`config.mk`:
```
export PLATFORM = sky130hd
export DESIGN_NAME = epoch_seconds_to_calendar
export DESIGN_NICKNAME = d
export VERILOG_FILES = /design/src/rtl/esc_pkg.sv /design/src/rtl/esc_div.sv /design/src/rtl/esc_cal.sv /design/src/rtl/esc_dp.sv /design/src/rtl/esc_ctrl.sv /design/src/rtl/epoch_seconds_to_calendar.sv
export SDC_FILE = /design/constraint.sdc
export NUM_CORES = 1
export LEC_CHECK = 0
export BUFFER_PORTS_ARGS = -buffer_cell sky130_fd_sc_hd__buf_4
export CAP_MARGIN = 20
export CORE_ASPECT_RATIO = 1.1
export CORE_UTILIZATION = 30
export CTS_CLUSTER_DIAMETER = 30
export CTS_CLUSTER_SIZE = 10
export DETAILED_ROUTE_END_ITERATION = 12
export SLEW_MARGIN = 40
export SYNTH_ARGS = -nofsm -noshare
export SYNTH_HDL_FRONTEND = slang
export SYNTH_SLANG_ARGS = --single-unit
```
`constraint.sdc`:
```
create_clock -name clk -period 10.8 [get_ports clk]
set_input_delay 2.16 -clock clk [delete_from_list [all_inputs] [get_ports clk]]
set_output_delay 2.16 -clock clk [all_outputs]
set_load 0.005 [all_outputs]
```
`src/rtl/esc_pkg.sv`:
```
// esc_pkg: shared types, constants and the month-length table for the
// epoch seconds to calendar block. No dependencies.
`timescale 1ns / 1ps

package esc_pkg;

    // constant division by reciprocal multiply: q = (x * RECIP) >> shift,
    // exact over the operand ranges seen here
    localparam int DIV_STAGES = 5;
    localparam logic [25:0] RECIP_DAY  = 26'd50903317;  // 2^35 / 675, on seconds >> 7
    localparam logic [16:0] RECIP_WEEK = 17'd74899;     // 2^19 / 7
    localparam logic [15:0] RECIP_MIN  = 16'd34953;     // 2^19 / 15, on seconds >> 2
    localparam logic [9:0]  RECIP_HOUR = 10'd547;       // 2^13 / 15, on minutes >> 2

    localparam logic [16:0] SECS_PER_DAY  = 17'd86400;
    localparam logic [5:0]  SECS_PER_MIN  = 6'd60;
    localparam logic [5:0]  MINS_PER_HOUR = 6'd60;
    localparam logic [2:0]  DAYS_PER_WEEK = 3'd7;

    localparam logic [15:0] WEEKDAY_BIAS = 16'd4;     // day zero was a Thursday
    localparam logic [7:0] EPOCH_YEAR_OFFSET = 8'd70;  // 1970 - 1900
    localparam logic [7:0] CENTURY_NO_LEAP = 8'd200;   // 2100 - 1900
    localparam logic [8:0] DAYS_COMMON = 9'd365;
    localparam logic [8:0] DAYS_LEAP = 9'd366;
    localparam logic [3:0] MONTH_LAST = 4'd11;

    typedef enum logic [1:0] {
        ST_IDLE,
        ST_DIV,
        ST_CAL,
        ST_OUT
    } ctrl_state_t;

    typedef enum logic [1:0] {
        CAL_IDLE,
        CAL_YEAR,
        CAL_MONTH
    } cal_phase_t;

    typedef struct packed {
        logic div_load;
        logic cal_start;
    } esc_cmd_t;

    typedef struct packed {
        logic div_busy;
        logic cal_busy;
    } esc_status_t;

    function automatic logic [4:0] month_len(input logic [3:0] mon, input logic leap);
        logic [4:0] len;
        begin
            case (mon) inside
                4'd1:                    len = leap ? 5'd29 : 5'd28;
                4'd3, 4'd5, 4'd8, 4'd10: len = 5'd30;
                default:                 len = 5'd31;
            endcase
            return len;
        end
    endfunction

endpackage

```
`src/rtl/esc_div.sv`:
```
// esc_div: staged constant divisions by reciprocal multiply, giving
// day count, time of day and weekday. Depends on esc_pkg.
`timescale 1ns / 1ps

module esc_div
    import esc_pkg::*;
(
    input  logic        clk,
    input  logic        rst_n,
    input  logic        load,
    input  logic [31:0] secs,
    output logic        busy,
    output logic [15:0] days,
    output logic [5:0]  second,
    output logic [5:0]  minute,
    output logic [4:0]  hour,
    output logic [2:0]  weekday
);

    logic [DIV_STAGES-1:0] stage_reg, stage_next;
    logic [31:0] secs_reg;
    logic [15:0] days_reg;
    logic [15:0] wbias_reg;
    logic [16:0] tod_reg;
    logic [10:0] mins_reg;
    logic [2:0]  wq_reg;
    logic [5:0]  second_reg;
    logic [5:0]  minute_reg;
    logic [4:0]  hour_reg;
    logic [2:0]  weekday_reg;
    logic [50:0] prod_day;
    logic [16:0] day_secs;
    logic [29:0] prod_min;
    logic [21:0] prod_week;
    logic [17:0] prod_hour;

    // stage 0: days; 1: time of day, weekday bias; 2: minutes, week count;
    // 3: second, hour, weekday; 4: minute
    assign prod_day  = 51'(secs_reg[31:7]) * 51'(RECIP_DAY);
    assign day_secs  = 17'(days_reg) * SECS_PER_DAY;          // low bits only
    assign prod_min  = 30'(tod_reg[16:2]) * 30'(RECIP_MIN);
    assign prod_week = 22'(wbias_reg) * 22'(RECIP_WEEK);      // quotient mod 8 is enough
    assign prod_hour = 18'(mins_reg[10:2]) * 18'(RECIP_HOUR);

    always_comb
    begin
        if (load)
            stage_next = {{(DIV_STAGES-1){1'b0}}, 1'b1};
        else
            stage_next = {stage_reg[DIV_STAGES-2:0], 1'b0};
    end

    always_ff @(posedge clk or negedge rst_n)
    begin
        if (!rst_n)
        begin
            stage_reg <= '0;
        end
        else
        begin
            stage_reg <= stage_next;
        end
    end

    always_ff @(posedge clk)
    begin
        if (load)
        begin
            secs_reg <= secs;
        end
        if (stage_reg[0])
        begin
            days_reg <= prod_day[50:35];
        end
        if (stage_reg[1])
        begin
            tod_reg   <= secs_reg[16:0] - day_secs;
            wbias_reg <= days_reg + WEEKDAY_BIAS;
        end
        if (stage_reg[2])
        begin
            mins_reg <= prod_min[29:19];
            wq_reg   <= prod_week[21:19];
        end
        if (stage_reg[3])
        begin
            second_reg  <= tod_reg[5:0] - mins_reg[5:0] * SECS_PER_MIN;
            hour_reg    <= prod_hour[17:13];
            weekday_reg <= wbias_reg[2:0] - wq_reg * DAYS_PER_WEEK;
        end
        if (stage_reg[4])
        begin
            minute_reg <= mins_reg[5:0] - 6'(hour_reg) * MINS_PER_HOUR;
        end
    end

    assign busy    = (stage_reg != '0);
    assign days    = days_reg;
    assign second  = second_reg;
    assign minute  = minute_reg;
    assign hour    = hour_reg;
    assign weekday = weekday_reg;

endmodule

```
`src/rtl/esc_cal.sv`:
```
// esc_cal: year walk then month walk over the day count, one step a cycle.
// Depends on esc_pkg.
`timescale 1ns / 1ps

module esc_cal
    import esc_pkg::*;
(
    input  logic        clk,
    input  logic        rst_n,
    input  logic        start,
    input  logic [15:0] days_in,
    output logic        busy,
    output logic [8:0]  day_of_year,
    output logic [7:0]  year_offset,
    output logic [3:0]  month_index,
    output logic [4:0]  day_of_month
);

    cal_phase_t  phase_reg, phase_next;
    logic [15:0] days_reg, days_next;
    logic [7:0]  year_reg, year_next;
    logic [3:0]  mon_reg, mon_next;
    logic        leap_reg, leap_next;
    logic [8:0]  doy_reg, doy_next;
    logic        leap_now;
    logic [8:0]  ylen;
    logic [4:0]  mlen;

    // Gregorian rule over 1970..2106: only 2100 breaks the every-fourth-year rule
    assign leap_now = (year_reg[1:0] == 2'b00) && (year_reg != CENTURY_NO_LEAP);
    assign ylen     = leap_now ? DAYS_LEAP : DAYS_COMMON;
    assign mlen     = month_len(mon_reg, leap_reg);

    always_comb
    begin
        phase_next = phase_reg;
        days_next  = days_reg;
        year_next  = year_reg;
        mon_next   = mon_reg;
        leap_next  = leap_reg;
        doy_next   = doy_reg;
        unique case (phase_reg)
            CAL_IDLE:
            begin
                if (start)
                begin
                    phase_next = CAL_YEAR;
                    days_next  = days_in;
                    year_next  = EPOCH_YEAR_OFFSET;
                end
            end
            CAL_YEAR:
            begin
                if (days_reg >= {7'd0, ylen})
                begin
                    days_next = days_reg - {7'd0, ylen};
                    year_next = year_reg + 8'd1;
                end
                else
                begin
                    phase_next = CAL_MONTH;
                    leap_next  = leap_now;
                    doy_next   = days_reg[8:0];
                    mon_next   = '0;
                end
            end
            CAL_MONTH:
            begin
                if ((mon_reg < MONTH_LAST) && (days_reg >= {11'd0, mlen}))
                begin
                    days_next = days_reg - {11'd0, mlen};
                    mon_next  = mon_reg + 4'd1;
                end
                else
                begin
                    phase_next = CAL_IDLE;
                end
            end
            default:
            begin
                phase_next = CAL_IDLE;
            end
        endcase
    end

    always_ff @(posedge clk or negedge rst_n)
    begin
        if (!rst_n)
        begin
            phase_reg <= CAL_IDLE;
        end
        else
        begin
            phase_reg <= phase_next;
        end
    end

    always_ff @(posedge clk)
    begin
        days_reg <= days_next;
        year_reg <= year_next;
        mon_reg  <= mon_next;
        leap_reg <= leap_next;
        doy_reg  <= doy_next;
    end

    assign busy         = (phase_reg != CAL_IDLE);
    assign day_of_year  = doy_reg;
    assign year_offset  = year_reg;
    assign month_index  = mon_reg;
    assign day_of_month = days_reg[4:0] + 5'd1;

endmodule

```
`src/rtl/esc_dp.sv`:
```
// esc_dp: datapath. Constant-division unit for day count, time of day and
// weekday, and the calendar walker. Depends on esc_pkg, esc_div, esc_cal.
`timescale 1ns / 1ps

module esc_dp
    import esc_pkg::*;
(
    input  logic        clk,
    input  logic        rst_n,
    input  esc_cmd_t    cmd,
    output esc_status_t status,
    input  logic [31:0] epoch_seconds,
    output logic [5:0]  second,
    output logic [5:0]  minute,
    output logic [4:0]  hour,
    output logic [2:0]  weekday,
    output logic [8:0]  day_of_year,
    output logic [7:0]  year_offset,
    output logic [3:0]  month_index,
    output logic [4:0]  day_of_month
);

    logic        div_busy;
    logic        cal_busy;
    logic [15:0] days;

    esc_div u_div (
        .clk     (clk),
        .rst_n   (rst_n),
        .load    (cmd.div_load),
        .secs    (epoch_seconds),
        .busy    (div_busy),
        .days    (days),
        .second  (second),
        .minute  (minute),
        .hour    (hour),
        .weekday (weekday)
    );

    esc_cal u_cal (
        .clk          (clk),
        .rst_n        (rst_n),
        .start        (cmd.cal_start),
        .days_in      (days),
        .busy         (cal_busy),
        .day_of_year  (day_of_year),
        .year_offset  (year_offset),
        .month_index  (month_index),
        .day_of_month (day_of_month)
    );

    assign status.div_busy = div_busy;
    assign status.cal_busy = cal_busy;

endmodule

```
`src/rtl/esc_ctrl.sv`:
```
// esc_ctrl: sequencing state machine for the division unit and calendar walk.
// Depends on esc_pkg.
`timescale 1ns / 1ps

module esc_ctrl
    import esc_pkg::*;
(
    input  logic        clk,
    input  logic        rst_n,
    input  logic        start,
    input  esc_status_t status,
    output esc_cmd_t    cmd,
    output logic        busy,
    output logic        done
);

    ctrl_state_t state_reg, state_next;

    always_comb
    begin
        state_next = state_reg;
        unique case (state_reg)
            ST_IDLE: if (start) state_next = ST_DIV;
            ST_DIV:  if (!status.div_busy) state_next = ST_CAL;
            ST_CAL:  if (!status.cal_busy) state_next = ST_OUT;
            ST_OUT:  state_next = ST_IDLE;
            default: state_next = ST_IDLE;
        endcase
    end

    always_comb
    begin
        cmd.div_load  = 1'b0;
        cmd.cal_start = 1'b0;
        busy          = 1'b1;
        done          = 1'b0;
        unique case (state_reg)
            ST_IDLE:
            begin
                busy         = 1'b0;
                cmd.div_load = start;
            end
            ST_DIV:
            begin
                cmd.cal_start = !status.div_busy;
            end
            ST_CAL:
            begin
                busy = 1'b1;
            end
            ST_OUT:
            begin
                done = 1'b1;
            end
            default:
            begin
                busy = 1'b1;
            end
        endcase
    end

    always_ff @(posedge clk or negedge rst_n)
    begin
        if (!rst_n)
        begin
            state_reg <= ST_IDLE;
        end
        else
        begin
            state_reg <= state_next;
        end
    end

`ifndef SYNTHESIS
    // results go out only once both units have finished
    a_done_units_idle: assert property (@(posedge clk) disable iff (!rst_n)
        done |-> (!status.div_busy && !status.cal_busy))
        else $error("result strobe while a unit is still running");

    // an accepted beat takes the block busy on the next cycle
    a_accept_busy: assert property (@(posedge clk) disable iff (!rst_n)
        (start && !busy) |=> busy)
        else $error("accepted beat did not raise busy");

    // one strobe per beat
    a_done_single: assert property (@(posedge clk) disable iff (!rst_n)
        done |=> !done)
        else $error("result strobe held longer than one cycle");

    // the calendar walk starts only once the day count is final
    a_cal_after_div: assert property (@(posedge clk) disable iff (!rst_n)
        cmd.cal_start |-> !status.div_busy)
        else $error("calendar walk started before the day count");

    // the division unit is loaded only from idle
    a_load_when_idle: assert property (@(posedge clk) disable iff (!rst_n)
        cmd.div_load |-> !busy)
        else $error("division unit loaded while a beat is in flight");
`endif

endmodule

```
`src/rtl/epoch_seconds_to_calendar.sv`:
```
// epoch_seconds_to_calendar: top level, UTC broken-down time from epoch seconds.
// Depends on esc_pkg, esc_ctrl, esc_dp (and through it esc_div, esc_cal).
`timescale 1ns / 1ps

//  channel  | ports                                   | handshake
//  ---------+-----------------------------------------+-----------------------------
//  input    | epoch_seconds                           | beat taken when start && !busy
//  result   | second minute hour weekday day_of_year  | one beat per input, valid
//           | year_offset month_index day_of_month    | for the single cycle of done
//
//  One beat at a time. From the accepting edge to the edge that takes the result,
//  the block runs the reciprocal-multiply division, a handoff to the calendar
//  walker, the year walk (one year per cycle, up to 136 steps) and month walk (up
//  to 11 steps) with their entry and exit, and the done cycle. busy drops the
//  cycle after done. Reset (rst_n low, asynchronous) returns the controller and
//  both units to idle. The receiver cannot stall: done is a one-cycle strobe,
//  and the result ports are valid only during that cycle.

module epoch_seconds_to_calendar
    import esc_pkg::*;
(
    input  logic        clk,
    input  logic        rst_n,
    input  logic        start,
    input  logic [31:0] epoch_seconds,
    output logic        busy,
    output logic        done,
    output logic [5:0]  second,
    output logic [5:0]  minute,
    output logic [4:0]  hour,
    output logic [2:0]  weekday,
    output logic [8:0]  day_of_year,
    output logic [7:0]  year_offset,
    output logic [3:0]  month_index,
    output logic [4:0]  day_of_month
);

    // command and status between sequencer and datapath
    esc_cmd_t    cmd;
    esc_status_t status;

    esc_ctrl u_ctrl (
        .clk    (clk),
        .rst_n  (rst_n),
        .start  (start),
        .status (status),
        .cmd    (cmd),
        .busy   (busy),
        .done   (done)
    );

    // datapath: constant divisions for the day count, time of day and weekday;
    // calendar walker for year, day of year, month and day of month
    esc_dp u_dp (
        .clk           (clk),
        .rst_n         (rst_n),
        .cmd           (cmd),
        .status        (status),
        .epoch_seconds (epoch_seconds),
        .second        (second),
        .minute        (minute),
        .hour          (hour),
        .weekday       (weekday),
        .day_of_year   (day_of_year),
        .year_offset   (year_offset),
        .month_index   (month_index),
        .day_of_month  (day_of_month)
    );

endmodule

```
## After elaboration in Yosys (flattened, before gate mapping)

Index checks and enable logic that the tools add are counted.

- Logic and storage cells: 104
- Input port bits: 35
- Register bits: 162
- Output and inout bits: 48

- Muxes and demuxes: 27
- $add $sub $neg: 10
- Reductions and logical operators: 18
- Multiply operators: 8
- $lt $le $gt $ge: 3
- Eq/ne operators: 19
- Bitwise gates (word level): 1

Operators by type and width:

| cell | number |
|---|---|
| $mul 25x26->51 const B | 1 |
| $mux 16 | 3 |
| $pmux 16 s3 | 1 |
| $mul 15x16->30 const B | 1 |
| $mul 16x17->22 const B | 1 |
| $mul 9x10->18 const B | 1 |
| $sub 17x17->17 | 1 |
| $add 16x3->16 const B | 1 |
| $ge 16x5->1 | 1 |
| $ge 16x9->1 | 1 |
| $mul 16x10->10 const B | 1 |
| $mux 2 | 8 |
| $mux 8 | 2 |
| $ne 2x2->1 const B | 8 |
| $pmux 8 s2 | 1 |
| $sub 16x5->16 | 1 |
| $sub 16x9->16 | 1 |
| $reduce_and 3->1 | 4 |
| $sub 6x6->6 | 2 |
| $add 8x1->8 const B | 1 |
| $eq 4x4->1 const B | 2 |
| $mux 4 | 2 |
| $ne 8x8->1 const B | 1 |
| $pmux 2 s4 | 1 |
| other kinds (26) | 39 |

## Logic depth before layout (Yosys ltp)

Gate-level depths: netlist of run 1.

- Depth in word-level cells: 8
- Mapped depth: 24
- Gate-level depth less buffers: 24

## Hierarchy

From an unflattened synthesis of run 1, not the netlist that was laid out.

- Cells, all modules: 2,169
- Area, all modules: 23,053.4 sq um

By module, submodules not included:

| module | area each (sq um) | times used | cells an instance |
|---|---|---|---|
| esc_div | 20,014.2 | 1 | 1,858 |
| esc_cal | 2,854.0 | 1 | 292 |
| esc_ctrl | 170.2 | 1 | 17 |
| esc_dp | 15.0 | 1 | 2 |

## Least setup slack after synthesis of run 1

No wires, ideal clock.

- Path kind: reg2reg
- From: reg u_dp.u_div.secs_reg[30]
- To: reg u_dp.u_div.days_reg[12], in the netlist u_dp.u_div.days[12], data pin
- Cell stages (with the launch flop): 21
- Arrival: 5.697 ns
- Path slack: 4.845 ns
- Path through: edfxtp_1 -> fa_1 -> inv_1 -> fa_1 -> inv_1 -> fa_1 -> inv_1 -> fa_1 -> inv_1 -> fa_1 -> fa_1 -> ha_1 -> ha_1 -> a21oi_1 -> o21ai_0 -> or3_1 -> o22ai_1 -> nand2_1 -> o211ai_1 -> a31oi_1 -> o21bai_1

- Word-level cells in the longest chain between the ends: 1

Ends and longest elaborated chain:

| element | line | RTL |
|---|---|---|
| from (decl) | esc_div.sv:21 | `logic [31:0] secs_reg;` |
| from (signal assigned) | esc_div.sv:69 | `secs_reg <= secs;` |
| $mul 25x26->51 | esc_div.sv:39 | `assign prod_day = 51'(secs_reg[31:7]) * 51'(RECIP_DAY);` |
| via u_dp.u_div.prod_day[47] | esc_div.sv:31 | `logic [50:0] prod_day;` |
| to (signal assigned) | esc_div.sv:73 | `days_reg <= prod_day[50:35];` |
| to (decl) | esc_div.sv:22 | `logic [15:0] days_reg;` |

The timed path passes the listed nets, and every way through them passes these cells.
A chain may end at the register's enable or synchronous reset.

## Final worst setup path of run 1

- From: reg u_dp.u_div.secs_reg[20]
- To: reg u_dp.u_div.days_reg[9], in the netlist u_dp.u_div.days[9], data pin

Same word-level chain as after synthesis.

==> summary.txt, run 1 <==
Outcome
  • Outcome: finished clean

Route
  • DR vias: between 10000 and 15000
  • Post-DRT Antenna Nets: 0
  • Post-DR wirelength/cell: about 15 um
  • Drt via density: 4.44
  • DRC Markers: 0
  • Starting DRT DRC Count: 684
  • TritonRoute pass-1 iters: 5
  • WL final: approximately 50 mm

Placed design
  • Buffers on Ports: just over 80
  • Post-DP HPWL: 43.0 mm
  • DP Area: ~25000 sq um
  • Final GP Congestion: 0.873

Global routing
  • Overall routing resource usage: a little over an eighth
  • Via count of the first global-routing pass: about 15000
  • Largest net degree at the start of global routing: 36
  • Initial antenna violation count: 2
  • Global-route wire length before repair: between 80 and 90 mm
  • Total grt overflow: 0

Clock tree
  • Worst skew pair latency: approximately 0.50 ns
  • Post CTS Setup Buffer Count: 0
  • Hold Buf Count CTS: 0
  • CTS tree: yes
  • CTS root buf: clkbuf_16
  • Max Buffers Root-to-Sink: 2
  • Clock buffer count from CTS: 17
  • Post-CTS sizing: 0
  • Sink Count: 162
  • Clk pin slew, worst setup/hold paths: around 0.08 ns
  • Max H-tree Level: 4

Yosys
  • Syn_nets: slightly above 3000
  • Synth Area per Inst: approximately 11 sq um
  • Largest family of logic cells by synthesized area: adder cells
  • Async SR Flop Fraction: ~5.6%
  • Ys Warns: 0
  • FF+latch count, synth: around 160
  • Post-synthesis adder-cell area fraction: between 50% and 60%
  • Ys flop type: edfxtp_1
  • Library cells used by synthesis: 74
  • Post-synth EDFFs: about 150
  • Synth Cell Area: roughly 23000 sq um
  • Post-Synth Simple-Gate Area: roughly 5.7%
  • Xor and xnor fraction of the mapped netlist area: 4.13%
  • Register area share after synthesis: 20.8%
  • Syn Inst Count: 2193
  • Synth Area in Compound Gates: between 7 and 8%
  • Mux cell area share after synthesis: less than 1%

Floorplanning
  • Die Height: 293 um
  • Die Width: roughly 270 um
  • Full die area: just under 80000 sq um
  • I/O pin cnt: 83
  • # rows: 106
  • Area of the core: roughly 76000 sq um
  • Initial Utilization: 30.4%

Cells and area
  • Most frequent cells in the layout: inv_1, ha_1, fa_1, edfxtp_1, buf_4
  • Layout area overhead: 10.8%
  • Antenna cells: 0
  • Share of post-route cells with drive strength above 1: between 7 and 8%
  • Final core occ: about a third
  • Nets: approximately 3100
  • Commonest non-fill, non-tap cell in the layout: inv_1
  • Max reg flops: 32
  • Final instance area: approximately 26000 sq um
  • Fillers: about 7800

Flow run
  • Max-cap violations: 0

STA
  • Rel. slew slack: between 50% and 60%
  • Worst Skew: 0.0234 ns
  • Fmax: 0.157 GHz
  • RSZ-0062 raised after global routing: no
  • Slew Limit Fails: 0
  • # setup viols final: 0
  • Setup_tns: 0 ns
  • Tmin final: roughly 6.4 ns
  • Min Hold Slack: ~0.42 ns
  • Actual slew at the worst max-slew pin: a little over 0.7 ns
  • Hold Vio Cnt, Final: 0
  • Final Cycle Share: a little under 60%

Critical path
  • Worst endpoint required time: between 10 and 15 ns
  • CP Max Fanout: 8
  • Worst Setup Path Type: reg -> reg
  • Crit path arrival time: 6.65 ns
  • Crit. End Element: flop
  • Crit start category: flop

Worst hold path
  • Min-Delay Path Class: reg -> reg
## critical path, cell delays in order (launching register included)
cell	delay, ns
edfxtp_1	0.64
fa_1	0.62
inv_1	0.05
fa_1	0.49
inv_1	0.05
ha_1	0.30
fa_1	0.47
fa_1	0.52
fa_1	0.55
inv_1	0.06
fa_1	0.52
inv_1	0.06
ha_1	0.36
nand4_1	0.15
o21ai_1	0.08
o211a_1	0.22
o21a_1	0.20
nor2_4	0.12
a21oi_2	0.08
or4_1	0.47
o311ai_1	0.11
## final timing paths
check                                   startpoint  cells after the start                 endpoint  slack (ns)
hold / removal               u_dp.u_div.tod_reg[0]                      0     u_dp.u_div.second[0]        0.42
max in group asynchronous                    rst_n                      1  u_dp.u_div.stage_reg[0]        9.15
min in group asynchronous                    rst_n                      1  u_dp.u_cal.phase_reg[0]        1.49
setup reg to reg           u_dp.u_div.secs_reg[20]                     20       u_dp.u_div.days[9]        4.43
setup / recovery           u_dp.u_div.secs_reg[20]                     20       u_dp.u_div.days[9]        4.43
hold reg to reg              u_dp.u_div.tod_reg[0]                      0     u_dp.u_div.second[0]        0.42
## synth_stat cells (11+ instances only)
master / number / share of area [%]
xor2_1: 33 / 1.2
a21o_1: 30 / 0.97
xnor2_1: 76 / 2.9
a31oi_1: 14 / 0.38
ha_1: 545 / 29
fa_1: 259 / 22
nor3_1: 22 / 0.48
o21ai_0: 33 / 0.71
nand3_1: 32 / 0.69
edfxtp_1: 153 / 20
nand4_1: 16 / 0.43
clkbuf_1: 11 / 0.18
nor2_1: 62 / 1.0
o21a_1: 12 / 0.39
a21oi_1: 69 / 1.5
and3_1: 13 / 0.35
o21ai_1: 11 / 0.24
nand2_1: 68 / 1.1
inv_1: 571 / 9.3
## stage by stage
step / instances / setup WS, ns
2_1_floorplan: 2193 / 4.84
3_3_place_gp: 3289 / 4.48
3_5_place_dp: 3289 / 4.43
4_1_cts: 3321 / 4.40
5_1_grt: 3321 / 4.11
6_report: 3321 / 4.43
## logic make-up after synthesis
kind of cell / Yosys count
AOI/OAI and AO/OA: 256
xor gates and xnor gates: 109
adders and majority gates: 804
buffers and inverters: 590
DFF: 162
muxes: 6
and+or+nand+nor: 266
## per-layer routing
metal  up-vias  track usage (%)  share of wire (%)
met5         -                0                  0
met4         0             3.48                1.6
met3        47             1.89                2.6
met2       188             22.9                 48
met1      7151             17.7                 48
li1       7375                -                  -
## final cells by class
type                            count  area [sq um]  area share [%]
Multi-Input combinational cell   1441         16100            62.8
Sequential cell                   162          4820            18.8
Inverter                          574          2160            8.42
Tap cell                         1026          1280            5.01
Timing Repair Buffer               86           646            2.52
Clock buffer                       17           425            1.66
Clock inverter                     15           190           0.742
Power of run 1 is not shown: default switching activity piles up to over one toggle a cycle in this logic, so the estimate is an artifact.
==> run 2, diff against run 1 <==
==> constraint.sdc (replaced) <==
create_clock -name clk -period 5.3 [get_ports clk]
set_input_delay 1.06 -clock clk [delete_from_list [all_inputs] [get_ports clk]]
set_output_delay 1.06 -clock clk [all_outputs]
set_load 0.005 [all_outputs]
==> summary.txt, run 2 (same netlist as run 1, synthesis figures left out) <==
STA
  • Final Cycle Share: 111% (+52 points)
  • Hold Vio Cnt, Final: 0 (unchanged)
  • Rel. slew slack: 46.6% (-5.8 points)
  • Tmin final: 5.89 ns (-0.480 ns)
  • RSZ-0062 raised after global routing: yes
  • Slew Limit Fails: 0 (unchanged)
  • Fmax: 0.170 GHz (+8.1%)
  • Worst Skew: 0.0208 ns (-0.00263 ns)
  • Actual slew at the worst max-slew pin: 0.802 ns (+0.0874 ns)
  • # setup viols final: 16 (+16)
  • Slack of the critical path: -0.586 ns (-5.02 ns)

Route
  • Drt via density: 4.49 (+1.0%)
  • WL final: 56.2 mm (+13%)
  • DR vias: 15905 (+7.8%)
  • Starting DRT DRC Count: 744 (+8.8%)
  • Post-DRT Antenna Nets: 0 (unchanged)
  • TritonRoute pass-1 iters: 5 (unchanged)
  • DRC Markers: 0 (unchanged)
  • Post-DR wirelength/cell: 15.9 um (+5.6%)

Critical path
  • Crit. End Element: flop
  • Crit-path cells: buf_6, fa_1, ha_2, fa_2, fa_1, fa_1, fa_1, inv_1, fa_1, inv_1, ha_4, a21oi_1, o21ai_1, o211a_1, o21a_1, nor2_4, a21oi_4, or4_1, o311ai_1
  • Worst Setup Path Type: reg -> reg
  • Slowest cell delay on critical path: 0.56 ns (-0.08 ns)
  • CP dominant cell by count: fa_1
  • CP max-delay cell: fa_1
  • Crit start category: flop
  • Worst endpoint required time: 5.58 ns (-5.50 ns)
  • Crit path arrival time: 6.16 ns (-0.49 ns)
  • CP Max Fanout: 5 (-3)

Placed design
  • Buffers on Ports: 82 (unchanged)
  • Setup WS pre-CTS: -0.643 ns (-5.08 ns)
  • Inst Count DP: 3464 (+5.3%)
  • Post-DP HPWL: 47.8 mm (+11%)
  • DP Area: 26600 sq um (+6.2%)
  • Final GP Congestion: 0.892 (+2.2%)

Flow run
  • Max-cap violations: 0 (unchanged)

Outcome
  • Outcome: finished with violations
  • Failing checks: setup timing

Floorplanning
  • I/O pin cnt: 83 (unchanged)
  • # rows: 106 (unchanged)
  • Area of the core: 76100 sq um (unchanged)
  • Die Width: 267 um (unchanged)
  • Die Height: 293 um (unchanged)
  • Initial Utilization: 30.4% (unchanged)
  • Full die area: 78200 sq um (unchanged)

Cells and area
  • Commonest non-fill, non-tap cell in the layout: inv_1
  • Fin cells: 3542 (+6.7%)
  • Max reg flops: 32 (unchanged)
  • Nets: 3342 (+7.1%)
  • Most frequent cells in the layout: inv_1, ha_1, buf_4, fa_1, edfxtp_1
  • Antenna cells: 0 (unchanged)
  • Share of post-route cells with drive strength above 1: 20.4% (+13 points)
  • Final instance area: 28100 sq um (+9.8%)
  • Layout area overhead: 21.6%
  • Final core occ: 36.9% (+3.3 points)

Clock tree
  • Worst skew pair latency: 0.48 ns (-0.02 ns)
  • CTS tree: yes
  • CTS root buf: clkbuf_16
  • Max Buffers Root-to-Sink: 2 (unchanged)
  • Clk pin slew, worst setup/hold paths: 0.08 ns (about the same)
  • Max H-tree Level: 4 (unchanged)
  • Sink Count: 162 (unchanged)
  • Clock buffer count from CTS: 17 (unchanged)
  • Hold Buf Count CTS: 0 (unchanged)

Global routing
  • Overall routing resource usage: 15.0% (+1.6 points)
  • Initial antenna violation count: 0 (-2)
  • Global-route wire length before repair: 90.2 mm (+11%)
  • Total grt overflow: 0 (unchanged)
  • Largest net degree at the start of global routing: 35 (-2.8%)
  • Via count of the first global-routing pass: 16807 (+10%)

Worst hold path
  • Min-Delay Path Class: in -> async
## run 2: cell count changes in the layout (fill, tap and decap cells not counted), sizes merged
cell  delta
buf    +221
## run 2: layer usage
| metal | part of all wire, % | vias up | track usage, % |
|---|---|---|---|
| met5 | 0 | - | 0 |
| met4 | 2.1 | 0 | 3.66 |
| met3 | 2.4 | 59 | 1.81 |
| met2 | 51 | 209 | 26.9 |
| met1 | 44 | 7820 | 18.9 |
| li1 | - | 7817 | - |
## run 2: repair_timing
item / 4_1_cts / 5_1_grt
hold endpoints to repair: 0 / 0
resized for setup: 90 / 59
setup buffers: 44 / 7
pin swaps: 87 / 72
endpoints found under the setup margin: 16 / 16
gates cloned: 0 / 0
## run 2: through the flow
stage	TNS, ns	hold slack [ns]
global placement	-7.57	0.401
detailed placement	-8.39	0.406
global route	-10.46	0.384
floorplan	-4.47	0.400
finish	-7.12	0.406
CTS	-7.57	0.371
## run 2: final cells by class
class                           count  area [sq um]
Sequential cell                   162          4820
Clock buffer                       17           425
Timing Repair Buffer              307          2440
Tap cell                         1026          1280
Clock inverter                     15           160
Multi-Input combinational cell   1441         16800
Fill cell                        7668         48000
Inverter                          574          2160
## run 2: final timing paths
kind                                              start  cells past startpoint  slack (ns)                       to
worst max-delay path            u_dp.u_div.secs_reg[24]                     19       -0.59       u_dp.u_div.days[9]
worst min-delay path                              rst_n                      1        0.41  u_dp.u_div.stage_reg[2]
worst max register to register  u_dp.u_div.secs_reg[24]                     19       -0.59       u_dp.u_div.days[9]
worst min register to register   u_dp.u_div.secs_reg[4]                      0        0.42    u_dp.u_div.tod_reg[4]
max in group asynchronous                         rst_n                      1        4.73  u_dp.u_cal.phase_reg[0]
min in group clk                 u_dp.u_div.secs_reg[4]                      0        0.42    u_dp.u_div.tod_reg[4]
## run 2: worst max-delay path, delay by kind of cell (launching register included)
family / cells / cell delay [ns]
adders and majority gates: 8 / 3.58
AOI/OAI and AO/OA: 6 / 0.89
and+or+nand+nor: 2 / 0.57
DFF: 1 / 0.38
buffers and inverters: 3 / 0.28
Power of run 2 is left out for the same reason.
